### src/rtl/afds_pkg.sv
// Package for the alternating factorial divisor scan.
// Holds field widths, defaults, controller states and the
// command/status structs shared by the controller and datapath.
`timescale 1ns / 1ps

package afds_pkg;

  // Fixed field widths
  localparam int PRIME_W = 52;
  localparam int MAXN_W  = 20;

  // Parameter defaults
  localparam int DEF_PRIME_BITS  = 52;
  localparam int DEF_MAX_REPORTS = 64;

  // Limit register value after reset
  localparam logic [MAXN_W-1:0] MAXN_RESET = 20'd1000;

  // One multiplier bit per cycle over the term index
  localparam int MUL_STEPS = MAXN_W;
  localparam int STEP_W    = $clog2(MUL_STEPS);
  localparam logic [STEP_W-1:0] STEP_FIRST = STEP_W'(MUL_STEPS - 1);

  // Controller states, one-hot
  typedef enum logic [5:0] {
    ST_IDLE  = 6'b000001,
    ST_INIT  = 6'b000010,
    ST_MUL   = 6'b000100,
    ST_CHECK = 6'b001000,
    ST_FINAL = 6'b010000,
    ST_SPARE = 6'b100000
  } state_t;

  // Controller to datapath
  typedef struct packed {
    logic load;       // capture divisor, reset residues and counters
    logic mul_start;  // clear accumulator, point at top multiplier bit
    logic mul_step;   // one shift-add-reduce step
    logic commit;     // take product, record hit, step n
    logic set_trunc;  // report cap hit: flag truncation
    logic final_load; // load the closing result into the output register
  } cmd_t;

  // Datapath to controller
  typedef struct packed {
    logic skip;       // zero divisor or limit below two
    logic mul_last;   // current step is the lowest multiplier bit
    logic hit;        // product equals previous alternating residue
    logic cnt_full;   // report cap reached
    logic pend_v;     // a report is held back
    logic stop;       // scan ends after this term
    logic out_free;   // output register can take a result
  } sts_t;

endpackage

### src/rtl/afds_ctrl.sv
// Controller for the alternating factorial divisor scan.
// Sequences load, per-term multiply, check and final report.
// Depends on afds_pkg.
`timescale 1ns / 1ps

module afds_ctrl (
  input  logic           clk,
  input  logic           rst_n,
  input  logic           in_valid,
  output logic           in_stall,
  input  afds_pkg::sts_t sts,
  output afds_pkg::cmd_t cmd
);

  afds_pkg::state_t state_r, state_nxt;

  // Input is taken only between scans
  assign in_stall = (state_r != afds_pkg::ST_IDLE);

  // Next state and commands
  always_comb begin
    state_nxt = state_r;
    cmd       = '0;
    case (state_r)
      afds_pkg::ST_IDLE: begin
        if (in_valid) begin
          cmd.load  = 1'b1;
          state_nxt = afds_pkg::ST_INIT;
        end
      end
      afds_pkg::ST_INIT: begin
        if (sts.skip) begin
          state_nxt = afds_pkg::ST_FINAL;
        end else begin
          cmd.mul_start = 1'b1;
          state_nxt     = afds_pkg::ST_MUL;
        end
      end
      afds_pkg::ST_MUL: begin
        cmd.mul_step = 1'b1;
        if (sts.mul_last) state_nxt = afds_pkg::ST_CHECK;
      end
      afds_pkg::ST_CHECK: begin
        if (sts.hit && sts.cnt_full) begin
          cmd.set_trunc = 1'b1;
          state_nxt     = afds_pkg::ST_FINAL;
        end else if (sts.hit && sts.pend_v && !sts.out_free) begin
          // wait for room to release the held report
          state_nxt = afds_pkg::ST_CHECK;
        end else begin
          cmd.commit    = 1'b1;
          cmd.mul_start = 1'b1;
          state_nxt     = sts.stop ? afds_pkg::ST_FINAL : afds_pkg::ST_MUL;
        end
      end
      afds_pkg::ST_FINAL: begin
        if (sts.out_free) begin
          cmd.final_load = 1'b1;
          state_nxt      = afds_pkg::ST_IDLE;
        end
      end
      default: begin
        state_nxt = afds_pkg::ST_IDLE;
      end
    endcase
  end

  // State register
  always_ff @(posedge clk) begin
    if (!rst_n) begin
      state_r <= afds_pkg::ST_IDLE;
    end else begin
      state_r <= state_nxt;
    end
  end

endmodule

### src/rtl/afds_dp.sv
// Datapath for the alternating factorial divisor scan.
// Residues, bit-serial modular multiplier, report bookkeeping, output register.
// Depends on afds_pkg.
`timescale 1ns / 1ps

module afds_dp #(
  parameter int PRIME_BITS  = afds_pkg::DEF_PRIME_BITS,
  parameter int MAX_REPORTS = afds_pkg::DEF_MAX_REPORTS
) (
  input  logic                          clk,
  input  logic                          rst_n,
  input  logic [afds_pkg::PRIME_W-1:0]  in_prime,
  input  logic [afds_pkg::MAXN_W-1:0]   max_n,
  input  afds_pkg::cmd_t                cmd,
  output afds_pkg::sts_t                sts,
  output logic                          out_valid,
  input  logic                          out_stall,
  output logic                          out_found,
  output logic [afds_pkg::MAXN_W-1:0]   out_term_index,
  output logic [afds_pkg::PRIME_W-1:0]  out_divisor,
  output logic                          out_truncated,
  output logic                          out_last
);

  localparam int PB    = PRIME_BITS;
  localparam int CNT_W = $clog2(MAX_REPORTS + 1);
  localparam int NW    = afds_pkg::MAXN_W;
  localparam int SW    = afds_pkg::STEP_W;

  logic [PB-1:0]                p_r, fact_r, prev_r, acc_r;
  logic [PB-1:0]                acc_nxt, prev_nxt, p_in;
  logic [NW-1:0]                n_r, pend_n_r;
  logic [SW-1:0]                step_r;
  logic [CNT_W-1:0]             cnt_r;
  logic                         pend_v_r, trunc_r;
  logic                         out_valid_r, out_found_r, out_trunc_r, out_last_r;
  logic [NW-1:0]                out_term_r;
  logic [afds_pkg::PRIME_W-1:0] out_div_r;

  logic [63:0]                  in_ext, p_ext;
  logic [PB:0]                  dbl, dbl_sub, sum, sum_sub;
  logic [PB-1:0]                dbl_red;
  logic                         hit, out_free;

  // Divisor masked to PRIME_BITS, echoed at the fixed field width
  assign in_ext = 64'(in_prime);
  assign p_in   = in_ext[PB-1:0];
  assign p_ext  = 64'(p_r);

  // One multiplier step: acc = 2*acc (+ fact) mod p
  always_comb begin
    dbl     = {acc_r, 1'b0};
    dbl_sub = dbl - {1'b0, p_r};
    dbl_red = (dbl >= {1'b0, p_r}) ? dbl_sub[PB-1:0] : dbl[PB-1:0];
    sum     = {1'b0, dbl_red} + {1'b0, fact_r};
    sum_sub = sum - {1'b0, p_r};
    if (n_r[step_r]) begin
      acc_nxt = (sum >= {1'b0, p_r}) ? sum_sub[PB-1:0] : sum[PB-1:0];
    end else begin
      acc_nxt = dbl_red;
    end
  end

  // Next alternating residue: fact - prev mod p
  always_comb begin
    if (acc_r >= prev_r) begin
      prev_nxt = acc_r - prev_r;
    end else begin
      prev_nxt = acc_r + (p_r - prev_r);
    end
  end

  assign hit      = (acc_r == prev_r);
  assign out_free = !out_valid_r || !out_stall;

  // Status to the controller
  always_comb begin
    sts.skip     = (p_r == '0) || (max_n < NW'(2));
    sts.mul_last = (step_r == '0);
    sts.hit      = hit;
    sts.cnt_full = (cnt_r == CNT_W'(MAX_REPORTS));
    sts.pend_v   = pend_v_r;
    sts.stop     = ((acc_r == '0) && (prev_nxt != '0)) || (n_r == max_n);
    sts.out_free = out_free;
  end

  // Residues and multiplier
  always_ff @(posedge clk) begin
    if (cmd.load) begin
      p_r    <= p_in;
      fact_r <= (p_in == PB'(1)) ? '0 : PB'(1);
      prev_r <= (p_in == PB'(1)) ? '0 : PB'(1);
      n_r    <= NW'(2);
    end
    if (cmd.mul_start) begin
      acc_r  <= '0;
      step_r <= afds_pkg::STEP_FIRST;
    end else if (cmd.mul_step) begin
      acc_r  <= acc_nxt;
      step_r <= step_r - SW'(1);
    end
    if (cmd.commit) begin
      fact_r <= acc_r;
      prev_r <= prev_nxt;
      n_r    <= n_r + NW'(1);
      if (hit) pend_n_r <= n_r;
    end
  end

  // Report bookkeeping
  always_ff @(posedge clk) begin
    if (!rst_n) begin
      cnt_r    <= '0;
      pend_v_r <= 1'b0;
      trunc_r  <= 1'b0;
    end else if (cmd.load) begin
      cnt_r    <= '0;
      pend_v_r <= 1'b0;
      trunc_r  <= 1'b0;
    end else begin
      if (cmd.commit && hit) begin
        cnt_r    <= cnt_r + CNT_W'(1);
        pend_v_r <= 1'b1;
      end
      if (cmd.set_trunc) trunc_r <= 1'b1;
    end
  end

  // Output register: held report on a new hit, closing result at the end
  always_ff @(posedge clk) begin
    if (!rst_n) begin
      out_valid_r <= 1'b0;
    end else if (cmd.commit && hit && pend_v_r) begin
      out_valid_r <= 1'b1;
    end else if (cmd.final_load) begin
      out_valid_r <= 1'b1;
    end else if (!out_stall) begin
      out_valid_r <= 1'b0;
    end
  end

  // Divisor is held with the result, since the next request reloads p_r
  always_ff @(posedge clk) begin
    if (cmd.commit && hit && pend_v_r) begin
      out_found_r <= 1'b1;
      out_term_r  <= pend_n_r;
      out_div_r   <= p_ext[afds_pkg::PRIME_W-1:0];
      out_trunc_r <= 1'b0;
      out_last_r  <= 1'b0;
    end else if (cmd.final_load) begin
      out_found_r <= pend_v_r;
      out_term_r  <= pend_v_r ? pend_n_r : '0;
      out_div_r   <= p_ext[afds_pkg::PRIME_W-1:0];
      out_trunc_r <= pend_v_r && trunc_r;
      out_last_r  <= 1'b1;
    end
  end

  assign out_valid      = out_valid_r;
  assign out_found      = out_found_r;
  assign out_term_index = out_term_r;
  assign out_divisor    = out_div_r;
  assign out_truncated  = out_trunc_r;
  assign out_last       = out_last_r;

endmodule

### src/rtl/alternating_factorial_divisor_scan.sv
// Alternating factorial divisor scan: one divisor in, a list of hits out.
// Instantiates afds_ctrl and afds_dp; depends on afds_pkg.
//
// Usage:
//   Input channel in_valid/in_stall/in_prime: one divisor p per request.
//   Output channel out_valid/out_stall plus out_found, out_term_index,
//   out_divisor, out_truncated, out_last: one result per hit n (p divides
//   af(n)), up to MAX_REPORTS; out_last marks the final result of a divisor,
//   and a divisor without hits gives a single result with out_found low.
//   Config channel cfg_valid/cfg_ready/cfg_max_n sets the scan limit; write
//   it only while the block is idle. cfg_ready is always high.
// Timing:
//   Each term n takes 20 shift-add-reduce steps of the bit-serial modular
//   multiplier (one per bit of n) and then a check, which waits while a
//   held report finds the output register full. The scan may end before
//   max_n is reached. One divisor is scanned at a time; in_stall is
//   high from acceptance until the final result sits in the output register.
// Reset: rst_n is synchronous, clears the controller and output valid and
//   sets the limit to 1000. A stalled output holds its result; the scan
//   pauses when the next result finds the output register still full.
`timescale 1ns / 1ps

module alternating_factorial_divisor_scan #(
  parameter int PRIME_BITS  = afds_pkg::DEF_PRIME_BITS,
  parameter int MAX_REPORTS = afds_pkg::DEF_MAX_REPORTS
) (
  input  logic                          clk,
  input  logic                          rst_n,
  input  logic                          in_valid,
  output logic                          in_stall,
  input  logic [afds_pkg::PRIME_W-1:0]  in_prime,
  output logic                          out_valid,
  input  logic                          out_stall,
  output logic                          out_found,
  output logic [afds_pkg::MAXN_W-1:0]   out_term_index,
  output logic [afds_pkg::PRIME_W-1:0]  out_divisor,
  output logic                          out_truncated,
  output logic                          out_last,
  input  logic                          cfg_valid,
  output logic                          cfg_ready,
  input  logic [afds_pkg::MAXN_W-1:0]   cfg_max_n
);

  afds_pkg::cmd_t              cmd;
  afds_pkg::sts_t              sts;
  logic [afds_pkg::MAXN_W-1:0] max_n_r;

  // Scan limit register
  assign cfg_ready = 1'b1;

  always_ff @(posedge clk) begin
    if (!rst_n) begin
      max_n_r <= afds_pkg::MAXN_RESET;
    end else if (cfg_valid && cfg_ready) begin
      max_n_r <= cfg_max_n;
    end
  end

  afds_ctrl u_ctrl (
    .clk      (clk),
    .rst_n    (rst_n),
    .in_valid (in_valid),
    .in_stall (in_stall),
    .sts      (sts),
    .cmd      (cmd)
  );

  afds_dp #(
    .PRIME_BITS  (PRIME_BITS),
    .MAX_REPORTS (MAX_REPORTS)
  ) u_dp (
    .clk            (clk),
    .rst_n          (rst_n),
    .in_prime       (in_prime),
    .max_n          (max_n_r),
    .cmd            (cmd),
    .sts            (sts),
    .out_valid      (out_valid),
    .out_stall      (out_stall),
    .out_found      (out_found),
    .out_term_index (out_term_index),
    .out_divisor    (out_divisor),
    .out_truncated  (out_truncated),
    .out_last       (out_last)
  );

endmodule
### config.mk
export PLATFORM = sky130hd
export DESIGN_NAME = alternating_factorial_divisor_scan
export DESIGN_NICKNAME = d
export VERILOG_FILES = /design/src/rtl/afds_pkg.sv /design/src/rtl/afds_ctrl.sv /design/src/rtl/afds_dp.sv /design/src/rtl/alternating_factorial_divisor_scan.sv
export SDC_FILE = /design/constraint.sdc
export NUM_CORES = 1
export LEC_CHECK = 0
export BUFFER_PORTS_ARGS = -buffer_cell sky130_fd_sc_hd__buf_2
export CAP_MARGIN = 25
export CORE_MARGIN = 5
export CORE_UTILIZATION = 64
export DETAILED_ROUTE_END_ITERATION = 10
export PLACE_DENSITY_LB_ADDON = 0.3
export SLEW_MARGIN = 20
export SYNTH_ARGS = -nofsm -noshare
export SYNTH_HDL_FRONTEND = slang
export SYNTH_SLANG_ARGS = --single-unit
### constraint.sdc
create_clock -name clk -period 10.05 [get_ports clk]
set_clock_uncertainty 0.15 [all_clocks]
set_input_delay 1.5075 -clock clk [delete_from_list [all_inputs] [get_ports clk]]
set_output_delay 1.5075 -clock clk [all_outputs]
set_load 0.02 [all_outputs]
==> reports/results.tsv, run 1 <==
metric	value	unit
result of the run	completed	
worst relative slew slack	22.7	%
biggest cell delay along the critical path	0.79	ns
HPWL after detailed placement	85200	um
worst hold-check path type	register to register	
first-pass iteration count of the detailed router	8	
H-tree levels	2	
clock sink total	363	
clock latency on the worst-skew pair	0.58	ns
total standard cell area after synthesis	32300	um2
CTS tree	built	
fraction of synthesized cell area taken by the top area cell type	24.9	%
Worst path slowest cell	sky130_fd_sc_hd__a2111oi_0	
largest net degree at the start of global routing	85	
Area growth syn-to-layout	9.54	%
top fanout value on the critical path	44	
wire length of the first global-routing pass	163000	um
Max VDD drop	358	uV
number of antenna repair diodes	0	
CP Class	register to register	
Total Die Area	55100	um2
chip height	235	um
share of flip-flops with an asynchronous set or reset	0	%
total wire length	108000	um
number of cell rows	82	
area of the core	50100	um2
vias in the first global route	27600	
final number of max-transition violations	0	
Gate Count Post-Synth	3808	
P_leak	0.0155	uW
nature of the critical path startpoint	register	
# Max-Cap Violations	0	
Power Density	371	nW/um2
Power Total	13100	uW
number of synthesized register bits	363	
Fin Hold WS	0.327	ns
Die X	235	um
measured slew at the worst slew-check pin	1.15	ns
number of distinct standard cells referenced by the synthesized netlist	106	
Warnings, synthesis	0	
dominant cell type by area after synthesis	sky130_fd_sc_hd__edfxtp_1	
arrival time reported for the critical path endpoint	9.95	ns
Via Count	30200	
register area share after synthesis	30.8	%
post-route ant nets	0	
Post-Synthesis Net Count	4204	
weighted congestion at the end of routability-driven global placement	1.06	
number of buffers added on ports	153	
detailed router's first-iteration violation count	3845	
EDFF count, synth	268	
TritonCTS Buffers	42	
final global-route overflow total	0	
final period utilization	95.9	%
CTS max path bufs	3	
WP data required	10.36	ns
busiest grt layer	met1	
met3 Usage GRT	13.7	%
layout net count	4313	
routed vias/inst	6.53	
setup tns final	0	ns
share of post-route cells with drive strength above 1	9.77	%
met1 demand-to-capacity share in global routing	55.7	%
count of final hold-check violations	0	
effective utilization at floorplan	64.5	%
most instantiated flip-flop cell in the synthesis netlist	sky130_fd_sc_hd__edfxtp_1	
clock period minus worst slack	9.63	ns
fillcell total	4039	
Setup Viol. Count Final	0	
Residual DRC	0	
initial antenna violation count	0	
met2 usage in global routing	50.6	%
highest clock frequency the design can meet	104	MHz
Critical Path End Type	register	
buffer cell driving the clock tree root	sky130_fd_sc_hd__clkbuf_16	
clock transition at the registers of the reported paths	0.06	ns
Top-Level Pins	155	
post-synthesis area per instance	8.48	um2
number of non-filler instances in the completed layout	4623	
global-route total usage across every layer	37.2	%
average wire per standard cell	23.4	um
number of placed instances with taps included	4539	
cell types occupying the most area after synthesis	sky130_fd_sc_hd__edfxtp_1, sky130_fd_sc_hd__ha_1, sky130_fd_sc_hd__dfxtp_1	
RSZ-0062 raised after global routing	false	
-- layer usage --
layer / up-vias / routed length [um]
li1: 14000 / -
met1: 14000 / 45700
met2: 1965 / 42000
met3: 184 / 17100
met4: 0 / 3280
met5: - / 0
-- layout by cell type, fill, tap and decap left out, drive strengths merged, types with 13 or more instances in the layout --
cell type / count
dfxtp: 95
nand3: 69
xor2: 115
nor3: 59
nand2: 355
nand2b: 35
mux2i: 44
and3: 42
a21boi: 14
o211ai: 26
or3: 29
a31o: 20
a31oi: 41
nor2: 313
and2: 41
clkinv: 15
nand4: 83
xnor2: 150
a211oi: 32
o21ai: 240
o31ai: 29
a21o: 152
inv: 340
a2111oi: 13
o21bai: 33
nor2b: 34
a221oi: 13
nor4: 72
ha: 264
o21a: 41
clkbuf: 48
a21oi: 343
fa: 55
edfxtp: 268
buf: 224
-- state kept, by name (all words and copies together) (netlist names), 5 cells and up --
| signal | flops |
|---|---|
| u_dp.acc_r | 52 |
| u_dp.fact_r | 52 |
| u_dp.out_divisor | 52 |
| u_dp.p_r | 52 |
| u_dp.prev_r | 52 |
| max_n_r | 20 |
| u_dp.n_r | 20 |
| u_dp.out_term_index | 20 |
| u_dp.pend_n_r | 20 |
| u_dp.cnt_r | 7 |
| u_ctrl.state_r | 5 |
| u_dp.step_r | 5 |
-- path summary, 6_finish.rpt --
path                       start             end  slack [ns]  cells past startpoint
setup / recovery    u_dp.p_r[13]   u_dp.acc_r[1]        0.42                     40
hold / removal    u_dp.out_found  u_dp.out_found        0.33                      2
setup reg to reg    u_dp.p_r[13]   u_dp.acc_r[1]        0.42                     40
hold reg to reg   u_dp.out_found  u_dp.out_found        0.33                      2
-- per-stage QoR --
step           utilization (%)  setup WS, ns  area (um2)
2_1_floorplan                -          1.51       32300
3_3_place_gp              67.5         0.423       33800
3_5_place_dp              67.5         0.263       33800
4_1_cts                   70.4         0.199       35300
5_1_grt                   70.7        0.0159       35400
6_report                  70.7         0.416       35400
-- worst max-delay path, delay by kind of cell (launching register included) --
kind,cells,cell delay [ns]
adders and majority gates,3,1.08
xor gates and xnor gates,1,0.20
and+or+nand+nor,11,1.68
AOI/OAI and AO/OA,20,4.98
buffers and inverters,5,0.93
DFF,1,0.44
-- cell usage after synthesis, drive strengths merged (10+ instances only) --
library cell and instances:
a21boi 14, o21ai 240, and3 42, nand3b 12
a21oi 343, a31o 20, or3 29, a221oi 13
a31oi 41, and2 41, nand2b 35, buf 59
o21bai 33, nand2 355, edfxtp 268, xor2 115
o21a 41, nand3 69, nor2b 34, a21o 152
a211oi 32, nand4 83, o22ai 11, and4 10
nor2 313, o31ai 29, dfxtp 95, mux2 10
a2111oi 13, inv 336, nor3 59, nor4 72
ha 264, mux2i 44, o211ai 26, clkbuf 101
or2 12, fa 55, xnor2 150
-- kinds of logic after synthesis --
| kind of cell | Yosys count | synth area share, % |
|---|---|---|
| AO/OA/AOI/OAI | 1110 | 22.3 |
| XOR/XNOR | 265 | 7.18 |
| adder cells (fa/ha/maj) | 319 | 13.6 |
| buffers and inverters | 497 | 6.04 |
| flip-flops | 363 | 30.8 |
| multiplexers | 59 | 2.06 |
| other | 1 | 0.0116 |
| AND/OR/NAND/NOR | 1194 | 18.0 |
-- cell type report --
class	instances	area [um2]	share of cell area, %
multi-input combinational	2948	20500	57.9
sequential	363	9950	28.1
timing repair buffer	225	1350	3.83
inverter	337	1260	3.57
clock buffer	47	1080	3.05
tap	672	841	2.38
clock inverter	31	404	1.14
-- timing repair --
item / 4_1_cts / 5_1_grt
setup endpoints to repair: 0 / 52
hold buffers: 0 / 0
buffers inserted: 0 / 4
resized for setup: 0 / 12
-- where the power goes --
group	internal, uW	switching (uW)	total (uW)
combinational	3630	5840	9470
sequential	1750	225	1970
clock	991	691	1680
total	6370	6760	13100
(Power assumes the default switching activity.)
==> run 2, diff against run 1 <==
--- a/config.mk
+++ b/config.mk
@@ -15,3 +15,4 @@
 export SYNTH_ARGS = -nofsm -noshare
 export SYNTH_HDL_FRONTEND = slang
+export SYNTH_HIERARCHICAL = 1
 export SYNTH_SLANG_ARGS = --single-unit
--- a/constraint.sdc
+++ b/constraint.sdc
@@ -3,3 +3,3 @@
 set_input_delay 1.5075 -clock clk [delete_from_list [all_inputs] [get_ports clk]]
 set_output_delay 1.5075 -clock clk [all_outputs]
-set_load 0.02 [all_outputs]
+set_load 0.1 [all_outputs]
==> reports/results.tsv, run 2 <==
metric	value	unit	change
P_leak	0.0148	uW	was 0.0155 uW
global-route total usage across every layer	38.2	%	was 37.2%
first-pass iteration count of the detailed router	6		was 8
HPWL after detailed placement	83800	um	was 85,200 um
hold-fix buffers at CTS	0		unchanged
Power Total	5580	uW	was 13,100 uW
storage element area	9950	um2	unchanged
wire length of the first global-routing pass	160000	um	was 163,000 um
number of cell rows	81		was 82
Residual DRC	0		unchanged
Fin Hold WS	0.316	ns	was 0.327 ns
Total Die Area	54400	um2	was 55,100 um2
startpoint of the lowest-slack register-to-register path	u_dp/p_r[1]		was u_dp.p_r[13]
RSZ-0062 raised after global routing	false		unchanged
fillcell total	3923		was 4,039
cell types occupying the most area after synthesis	sky130_fd_sc_hd__edfxtp_1, sky130_fd_sc_hd__ha_1, sky130_fd_sc_hd__dfxtp_1		unchanged
share of post-route cells with drive strength above 1	8.69	%	was 9.77%
post-synthesis area per instance	8.54	um2	was 8.48 um2
WP data required	10.35	ns	was 10.36 ns
commonest non-fill, non-tap cell in the layout	sky130_fd_sc_hd__inv_1		was sky130_fd_sc_hd__nand2_1
TritonCTS Buffers	41		was 42
routed vias/inst	6.58		was 6.53
final number of max-transition violations	0		unchanged
worst relative slew slack	31.2	%	was 22.7%
post-route ant nets	0		unchanged
Worst path slowest cell	sky130_fd_sc_hd__o311ai_1		was sky130_fd_sc_hd__a2111oi_0
Setup Viol. Count Final	0		unchanged
number of antenna repair diodes	0		unchanged
effective utilization at floorplan	64.9	%	was 64.5%
layout net count	4216		was 4,313
critical path startpoint	u_dp/p_r[1]		was u_dp.p_r[13]
fraction of synthesized cell area taken by the top area cell type	25.2	%	was 24.9%
commonest cells after routing, fill and taps aside	sky130_fd_sc_hd__inv_1, sky130_fd_sc_hd__nor2_1, sky130_fd_sc_hd__a21oi_1		was sky130_fd_sc_hd__nand2_1, sky130_fd_sc_hd__a21oi_1, sky130_fd_sc_hd__inv_1
dominant cell type by area after synthesis	sky130_fd_sc_hd__edfxtp_1		unchanged
vias in the first global route	27500		was 27,600
Max VDD drop	151	uV	was 358 uV
number of synthesized register bits	363		unchanged
Commonest cells post-synth	sky130_fd_sc_hd__inv_1, sky130_fd_sc_hd__nor2_1, sky130_fd_sc_hd__a21oi_1		was sky130_fd_sc_hd__nand2_1, sky130_fd_sc_hd__a21oi_1, sky130_fd_sc_hd__inv_1
number of buffers added on ports	153		unchanged
critical path endpoint	u_dp/acc_r[51]		was u_dp.acc_r[1]
combined area of the multi-input logic cells	20100	um2	was 20,500 um2
area of the core	49200	um2	was 50,100 um2
highest clock frequency the design can meet	103	MHz	was 104 MHz
worst hold-check path type	register to register		unchanged
measured slew at the worst slew-check pin	1.02	ns	was 1.15 ns
biggest cell delay along the critical path	0.48	ns	was 0.79 ns
buffer cell driving the clock tree root	sky130_fd_sc_hd__clkbuf_16		unchanged
most instantiated flip-flop cell in the synthesis netlist	sky130_fd_sc_hd__edfxtp_1		unchanged
number of cells traversed by the worst register-to-register path	38		was 40
H-tree levels	2		unchanged
Area growth syn-to-layout	8.96	%	was 9.54%
initial antenna violation count	0		unchanged
clock period minus worst slack	9.70	ns	was 9.63 ns
detailed router's first-iteration violation count	4008		was 3,845
result of the run	completed		unchanged
nature of the critical path startpoint	register		unchanged
Critical Path End Type	register		unchanged
final period utilization	96.5	%	was 95.9%
average wire per standard cell	23.6	um	was 23.4 um
setup tns final	0	ns	unchanged
Gate Count Post-Synth	3735		was 3,808
Warnings, synthesis	6		was 0
Post-Synthesis Net Count	4130		was 4,204
total standard cell area after synthesis	31900	um2	was 32,300 um2
CTS tree	built		unchanged
Die X	233	um	was 235 um
worst reg2reg setup slack	0.35	ns	was 0.42 ns
most common cell in the netlist	sky130_fd_sc_hd__inv_1		was sky130_fd_sc_hd__nand2_1
# Max-Cap Violations	0		unchanged
weighted congestion at the end of routability-driven global placement	1.04		was 1.06
count of final hold-check violations	0		unchanged
chip height	233	um	was 235 um
share of flip-flops with an asynchronous set or reset	0	%	unchanged
final global-route overflow total	0		unchanged
CTS max path bufs	3		unchanged
clock sink total	363		unchanged
worst flop-to-flop path endpoint	u_dp/acc_r[51]		was u_dp.acc_r[1]
Via Count	29800		was 30,200
Power Density	161	nW/um2	was 371 nW/um2
number of distinct standard cells referenced by the synthesized netlist	109		was 106
top fanout value on the critical path	67		was 44
clock transition at the registers of the reported paths	0.06	ns	about the same
largest net degree at the start of global routing	73		was 85
EDFF count, synth	268		unchanged
Top-Level Pins	155		unchanged
total wire length	107000	um	was 108,000 um
register area share after synthesis	31.2	%	was 30.8%
CP Class	register to register		unchanged
clock latency on the worst-skew pair	0.60	ns	was 0.58 ns
arrival time reported for the critical path endpoint	10.00	ns	was 9.95 ns
==> run 2: cell types whose count changed after synthesis, moves of 12 or more <==
cell,previous run,this run
sky130_fd_sc_hd__a211oi_1,30,54
sky130_fd_sc_hd__a21o_1,152,128
sky130_fd_sc_hd__a21oi_1,339,307
sky130_fd_sc_hd__buf_2,40,27
sky130_fd_sc_hd__clkbuf_1,100,114
sky130_fd_sc_hd__nand2_1,355,299
sky130_fd_sc_hd__nand4_1,80,67
sky130_fd_sc_hd__nor2_1,313,325
sky130_fd_sc_hd__nor2b_1,34,55
sky130_fd_sc_hd__o21ai_0,206,193
sky130_fd_sc_hd__o21ai_1,33,76
sky130_fd_sc_hd__xnor2_1,150,168
==> run 2: logic make-up (layout without fill, tap and decap cells) <==
kind of cell,after synthesis,in the layout,share of synthesized area (%)
other,1,1,0.0118
DFF,363,363,31.2
muxes,61,61,2.18
xor gates and xnor gates,285,285,7.83
and+or+nand+nor,1122,1122,17.0
AOI/OAI and AO/OA,1088,1088,22.0
adders and majority gates,318,318,13.8
buffers and inverters,497,616,6.09
==> run 2: worst max-delay path: cells and delay by family, from the launching register on <==
kind,cells,cell delay [ns]
compound gates,23,5.77
mux,1,0.31
flops,1,0.42
xor+xnor,1,0.19
buf+inv,3,0.76
simple gates,7,0.80
fa+ha+maj,3,1.10
==> run 2: stage by stage <==
stage	cells	utilization [%]	area (um2)	setup WS, ns
global placement	4440	67.6	33200	0.472
finish	4518	70.7	34700	0.352
CTS	4517	70.6	34700	0.154
global route	4518	70.7	34700	0.0165
detailed placement	4441	67.6	33200	0.214
floorplan	3735	-	31900	1.87
==> run 2: power breakdown <==
part | switching, uW | internal (uW)
Combinational | 1400 | 809
Sequential | 82.2 | 1680
Clock | 683 | 923
==> run 2: routing by layer <==
metal	wire, um	GRT usage [%]	part of all wire [%]	up-vias
met4	4640	13.7	4.4	0
li1	-	-	-	13600
met1	43400	55.0	41	13900
met5	0	0	0	-
met3	13800	9.40	13	222
met2	44800	56.1	42	2025
==> run 2: worst min-delay path by stage <==
stage                         from          endpoint  slack (ns)  cells past startpoint
global placement    u_dp/out_found    u_dp/out_found        0.29                      2
floorplan              u_dp/n_r[2]  u_dp/pend_n_r[2]        0.27                      0
detailed placement  u_dp/out_found    u_dp/out_found        0.30                      2
finish              u_dp/out_found    u_dp/out_found        0.32                      2
global route        u_dp/out_found    u_dp/out_found        0.34                      2
CTS                 u_dp/out_found    u_dp/out_found        0.31                      2
==> run 2: area by class of cell <==
type                            instances  share of cell area [%]
Tap cell                              664                    2.39
Inverter                              344                    3.73
Clock inverter                         25                   0.868
Multi-Input combinational cell       2875                    57.9
Sequential cell                       363                    28.6
Clock buffer                           51                    3.27
Timing Repair Buffer                  196                    3.24
==> run 2: timing repair <==
action,CTS,global route
hold endpoints to repair,0,0
resized for setup,0,10
buffers inserted,0,1
endpoints found under the setup margin,0,52
